==> src/design/pit_pkg.sv <==
// Shared constants for the point-in-triangle coverage test.
// Used by pit_weight and the top level; depends on nothing.
`timescale 1ns / 1ps

package pit_pkg;

    localparam int COORD_BITS_DEF = 16;
    localparam int COORD_BITS_MIN = 8;
    localparam int COORD_BITS_MAX = 24;

    // Configuration register file.
    localparam int CFG_IDX_BITS = 2;
    localparam int CFG_DATA_BITS = 16;
    localparam logic [CFG_IDX_BITS-1:0] REG_WEIGHT_TOL = 2'd0;
    localparam logic [CFG_IDX_BITS-1:0] REG_DEGEN_LIMIT = 2'd1;

    localparam logic [CFG_DATA_BITS-1:0] WEIGHT_TOL_RESET = 16'd655;
    localparam logic [CFG_DATA_BITS-1:0] DEGEN_LIMIT_RESET = 16'd1;

    // Weights are compared in Q0.16, so one is a shift by this many bits.
    localparam int FRAC_BITS = 16;

    // Number of register stages from the input up to and including the result register.
    localparam int STAGES = 6;

endpackage

==> src/design/pit_weight.sv <==
// Fifth and sixth stages: degenerate check, area times tolerance in two
// partial products, then the three weight compares. Depends on pit_pkg.
`timescale 1ns / 1ps

module pit_weight #(
    parameter int COORD_BITS = 16
) (
    input  logic                                clk,
    input  logic [1:0]                          en,
    input  logic [pit_pkg::CFG_DATA_BITS-1:0]   weight_tol,
    input  logic [pit_pkg::CFG_DATA_BITS-1:0]   degen_limit,
    input  logic [2*COORD_BITS+2:0]             mag,
    input  logic signed [2*COORD_BITS+4:0]      wa,
    input  logic signed [2*COORD_BITS+4:0]      wb,
    input  logic signed [2*COORD_BITS+4:0]      wc,
    output logic                                inside_res,
    output logic                                degenerate
);

    localparam int TB = pit_pkg::CFG_DATA_BITS;
    localparam int MB = 2 * COORD_BITS + 3;
    localparam int NW = 2 * COORD_BITS + 5;
    localparam int LO = MB / 2;
    localparam int HI = MB - LO;
    localparam int CW = NW + pit_pkg::FRAC_BITS;

    logic [LO+TB-1:0] p_lo_reg;
    logic [HI+TB-1:0] p_hi_reg;
    logic [NW-1:0]    abs_reg [3];
    logic [2:0]       neg_reg;
    logic             degen_reg;
    logic             inside_out_reg, degen_out_reg;

    logic signed [NW-1:0] w_in [3];
    logic [CW-1:0]        prod;
    logic [2:0]           ok;
    logic                 degen_now;

    assign w_in[0] = wa;
    assign w_in[1] = wb;
    assign w_in[2] = wc;

    // A zero area is degenerate even with a zero limit.
    assign degen_now = (mag == '0) || (mag < MB'(degen_limit));

    always_ff @(posedge clk)
    begin
        if (en[0])
        begin
            p_lo_reg  <= (LO+TB)'(mag[LO-1:0]) * (LO+TB)'(weight_tol);
            p_hi_reg  <= (HI+TB)'(mag[MB-1:LO]) * (HI+TB)'(weight_tol);
            degen_reg <= degen_now;
            for (int i = 0; i < 3; i++)
            begin
                neg_reg[i] <= w_in[i][NW-1];
                abs_reg[i] <= w_in[i][NW-1] ? NW'(-w_in[i]) : NW'(w_in[i]);
            end
        end
    end

    assign prod = (CW'(p_hi_reg) << LO) + CW'(p_lo_reg);

    // A negative weight passes when |n| * 2^16 <= area * tolerance.
    always_comb
    begin
        for (int i = 0; i < 3; i++)
        begin
            ok[i] = !neg_reg[i] || ({abs_reg[i], {pit_pkg::FRAC_BITS{1'b0}}} <= prod);
        end
    end

    always_ff @(posedge clk)
    begin
        if (en[1])
        begin
            inside_out_reg <= !degen_reg && (&ok);
            degen_out_reg  <= degen_reg;
        end
    end

    assign inside_res = inside_out_reg;
    assign degenerate = degen_out_reg;

endmodule

==> config.mk <==
export PLATFORM = sky130hd
export DESIGN_NAME = pit_weight
export DESIGN_NICKNAME = d
export VERILOG_FILES = /design/src/design/pit_pkg.sv /design/src/design/pit_weight.sv
export SDC_FILE = /design/constraint.sdc
export NUM_CORES = 2
export LEC_CHECK = 0
export ABC_AREA = 1
export BUFFER_PORTS_ARGS = -buffer_cell sky130_fd_sc_hd__buf_4
export CAP_MARGIN = 5
export CORE_ASPECT_RATIO = 0.75
export CORE_MARGIN = 2
export CORE_UTILIZATION = 30
export CTS_CLUSTER_SIZE = 12
export DETAILED_ROUTE_END_ITERATION = 10
export MAX_ROUTING_LAYER = met4
export PLACE_DENSITY = 0.44
export SLEW_MARGIN = 5
export SYNTH_ARGS = -nofsm -noshare
export SYNTH_HDL_FRONTEND = slang
export SYNTH_SLANG_ARGS = --single-unit
==> constraint.sdc <==
create_clock -name clk -period 12.7 [get_ports clk]
set_input_delay 0.635 -clock clk [delete_from_list [all_inputs] [get_ports clk]]
set_output_delay 0.635 -clock clk [all_outputs]
set_load 0.02 [all_outputs]
==> flow_summary.toml <==
[yosys]
syn_area_um2 = 32790
avgSynthCellArea_um2 = 7.778
ys_types = 43
syn_nets = 5181
ys_seq_area_share_pct = 16.85
synthCells = 4216
synth_warnings = 0
ys_ff_latch = 184

[final_layout]
drive_gt1_share_pct = 6.020
largest_reg_flops = 111
final_net_count = 5238
nFillCells = 11641
area_delta_synth_final_pct = 9.817

[sta]
finalWorstSetupSlack_ps = 6618
tns_ps = 0
layout_min_cycle_time_ps = 6082
hold_viol = 0
final_max_slew_viol_count = 0
rsz0062_at_grt = "no"
fin_worst_skew_ps = 11.51
fmax_mhz = 164.4
fin_crit_sh_pct = 47.89
tightest_slew_ps = 1200
setup_viol = 0
maxSlewHeadroom_pct = 19.73

[floorplanning]
fp-row-count = 105
die_h_um = 290.3
initial_utilization_pct = 30.11
fp.dieW_um = 385.8
core_um2 = 108900
io_pins = 183
dieArea_um2 = 112000

[placed_design]
place_ws_ps = 6103
place_congestion = 0.9071
portBuffers = 182
dp_hpwl_um = 84410

[run]
drv_cap = 0

[clocking]
clk_latency_ps = 480
h-tree-depth = 4
post_cts_buffers = 0
clkSlewWorstSetupHoldPaths_ps = 80
cts_tree = "done"
ctsResizeCount = 0
cts-root-buf = "clkbuf_16"
postCtsHoldBufs = 0
clk_path_buf_depth = 2
clock-sinks = 184
cts_buffers = 17

[detailed_routing]
viasPerCell = 4.615
drc_errors = 0
wl_um = 105800
drt_iter0_drc = 1714
via_count = 26455
ant_nets = 0
post_drt_wl_per_cell_um = 18.46
dr.pass1.iters = 5

[critical_path]
crit_path_max_fanout = 35
worstPathArrival_ps = 6300
crit_type = "in -> reg"
cp.required_ps = 12920
start_kind = "input pin"
worst_setup_path_end_kind = "flip-flop"

[global_route]
grt_antenna_before_repair = 4
overflow = 0
grtUsageTotal_pct = 19.76
grt_max_degree = 72
grt_pass1_vias = 26732
grt_pass1_wl_um = 163800

[min_path]
worstHoldPathType = "in -> reg"

[outcome]
status = "completed"
[metal layers]
metal | global-route usage, % | wire length, um
met1 | 29.74 | 54150
met5 | - | 0
met4 | 2.914 | 1247
met2 | 29.12 | 45910
met3 | 1.861 | 4522
[logic make-up (layout without fill, tap and decap cells)]
| kind of cell | count (synthesis) | in the layout | synth area share [%] |
|---|---|---|---|
| AOI/OAI and AO/OA | 314 | 314 | 5.433 |
| adders and majority gates | 784 | 784 | 39.78 |
| DFF | 184 | 184 | 16.85 |
| buffers and inverters | 1154 | 1224 | 13.22 |
| xor gates and xnor gates | 169 | 169 | 4.514 |
| and+or+nand+nor | 1611 | 1611 | 20.21 |
| other | 0 | 2 | 0 |
[layout make-up]
cell class              instances  area (um^2)  area share (%)
repair buffers                185         1393           3.867
well taps                    1444         1807           5.017
clock inverters                13        136.4          0.3787
flip-flops and latches        184         5525           15.34
clock buffers                  19        432.9           1.202
inverters                    1007         3780           10.50
diodes                          2        5.005         0.01390
multi-input cells            2878        22930           63.68
[metrics by stage]
stage | hold slack (ps) | instances | util, % | cell area, um^2
floorplan | 426.4 | 4216 | - | 32790
global placement | 589.7 | 5698 | 32.54 | 35440
detailed placement | 616.6 | 5698 | 32.54 | 35440
CTS | 337.0 | 5730 | 33.06 | 36010
global route | 333.9 | 5732 | 33.07 | 36010
finish | 363.0 | 5732 | 33.07 | 36010
[final timing paths]
kind | startpoint | endpoint | slack, ps | cells after the start
setup reg to reg | p_lo_reg[17] | inside_res | 8050 | 20
setup / recovery | weight_tol[12] | p_hi_reg[31] | 6620 | 23
hold / removal | wa[0] | abs_reg[0][0] | 360 | 1
hold reg to reg | degen_reg | degenerate | 660 | 0
[worst max-delay path, stage by stage]
cell and delay [ps]:
buf_4 450, nand2_1 160, fa_1 550, inv_1 60, fa_1 490, fa_1 540, fa_1 530, fa_1 550
inv_1 60, fa_1 530, inv_1 40, ha_1 400, nand2_1 140, nor2_1 150, inv_1 90, nor2_1 220
nand4_1 160, nand3_1 190, nand2_1 70, inv_1 60, nor2_1 40, nand2_1 70, nand2_1 80
[Yosys cell counts]
library cell	instances	share of area, %
xor2_1	107	2.9
nand4_1	49	0.93
a21oi_1	140	2.1
o211ai_1	1	0.023
and2_1	3	0.057
nand3_1	115	1.8
nor3b_1	2	0.046
or2_2	3	0.057
nand3b_1	10	0.23
nand2_2	5	0.095
nor3_4	1	0.050
inv_1	1005	12
inv_2	2	0.023
nor3_2	3	0.092
o31ai_1	4	0.092
o21ai_1	10	0.15
nor2_1	260	3.0
clkbuf_1	132	1.5
o21bai_1	12	0.27
a31oi_1	11	0.21
a21boi_0	7	0.16
or4_1	1	0.023
fa_1	431	26
o21ai_2	8	0.21
nor3_1	49	0.75
nor2_2	9	0.17
o21a_1	9	0.21
nor2_4	3	0.10
a21o_1	19	0.43
nand4_2	1	0.038
o31ai_4	2	0.13
or2_4	1	0.027
xnor2_1	62	1.7
o21ai_0	90	1.4
a21oi_2	1	0.027
edfxtp_1	184	17
or2_1	2	0.038
buf_2	2	0.031
nand2_1	1068	12
buf_1	13	0.15
ha_1	353	13
nand3_2	4	0.12
nor4_1	22	0.42
[layout by cell type, fill, tap and decap left out, types with 3 or more instances in the layout]
master,Yosys,final
buf_4,0,184
clkinvlp_4,0,3
inv_6,0,4
and2_1,3,3
edfxtp_1,184,184
inv_1,1005,1005
nor2_1,260,260
o21ai_0,90,90
a21oi_1,140,140
o21bai_1,12,12
nor4_1,22,22
nor2_2,9,9
nand3b_1,10,10
o21ai_2,8,8
nand2_1,1068,1068
nor3_2,3,3
o21a_1,9,9
or2_2,3,3
clkbuf_16,0,17
ha_1,353,353
xor2_1,107,107
xnor2_1,62,62
nand4_1,49,49
nand2_2,5,5
nand3_2,4,4
nor2_4,3,3
a21boi_0,7,7
nand3_1,115,115
fa_1,431,431
o31ai_1,4,4
nor3_1,49,49
a21o_1,19,19
o21ai_1,10,10
a31oi_1,11,11
Power is not shown: default switching activity piles up to over one toggle a cycle in this logic, so the estimate is an artifact.
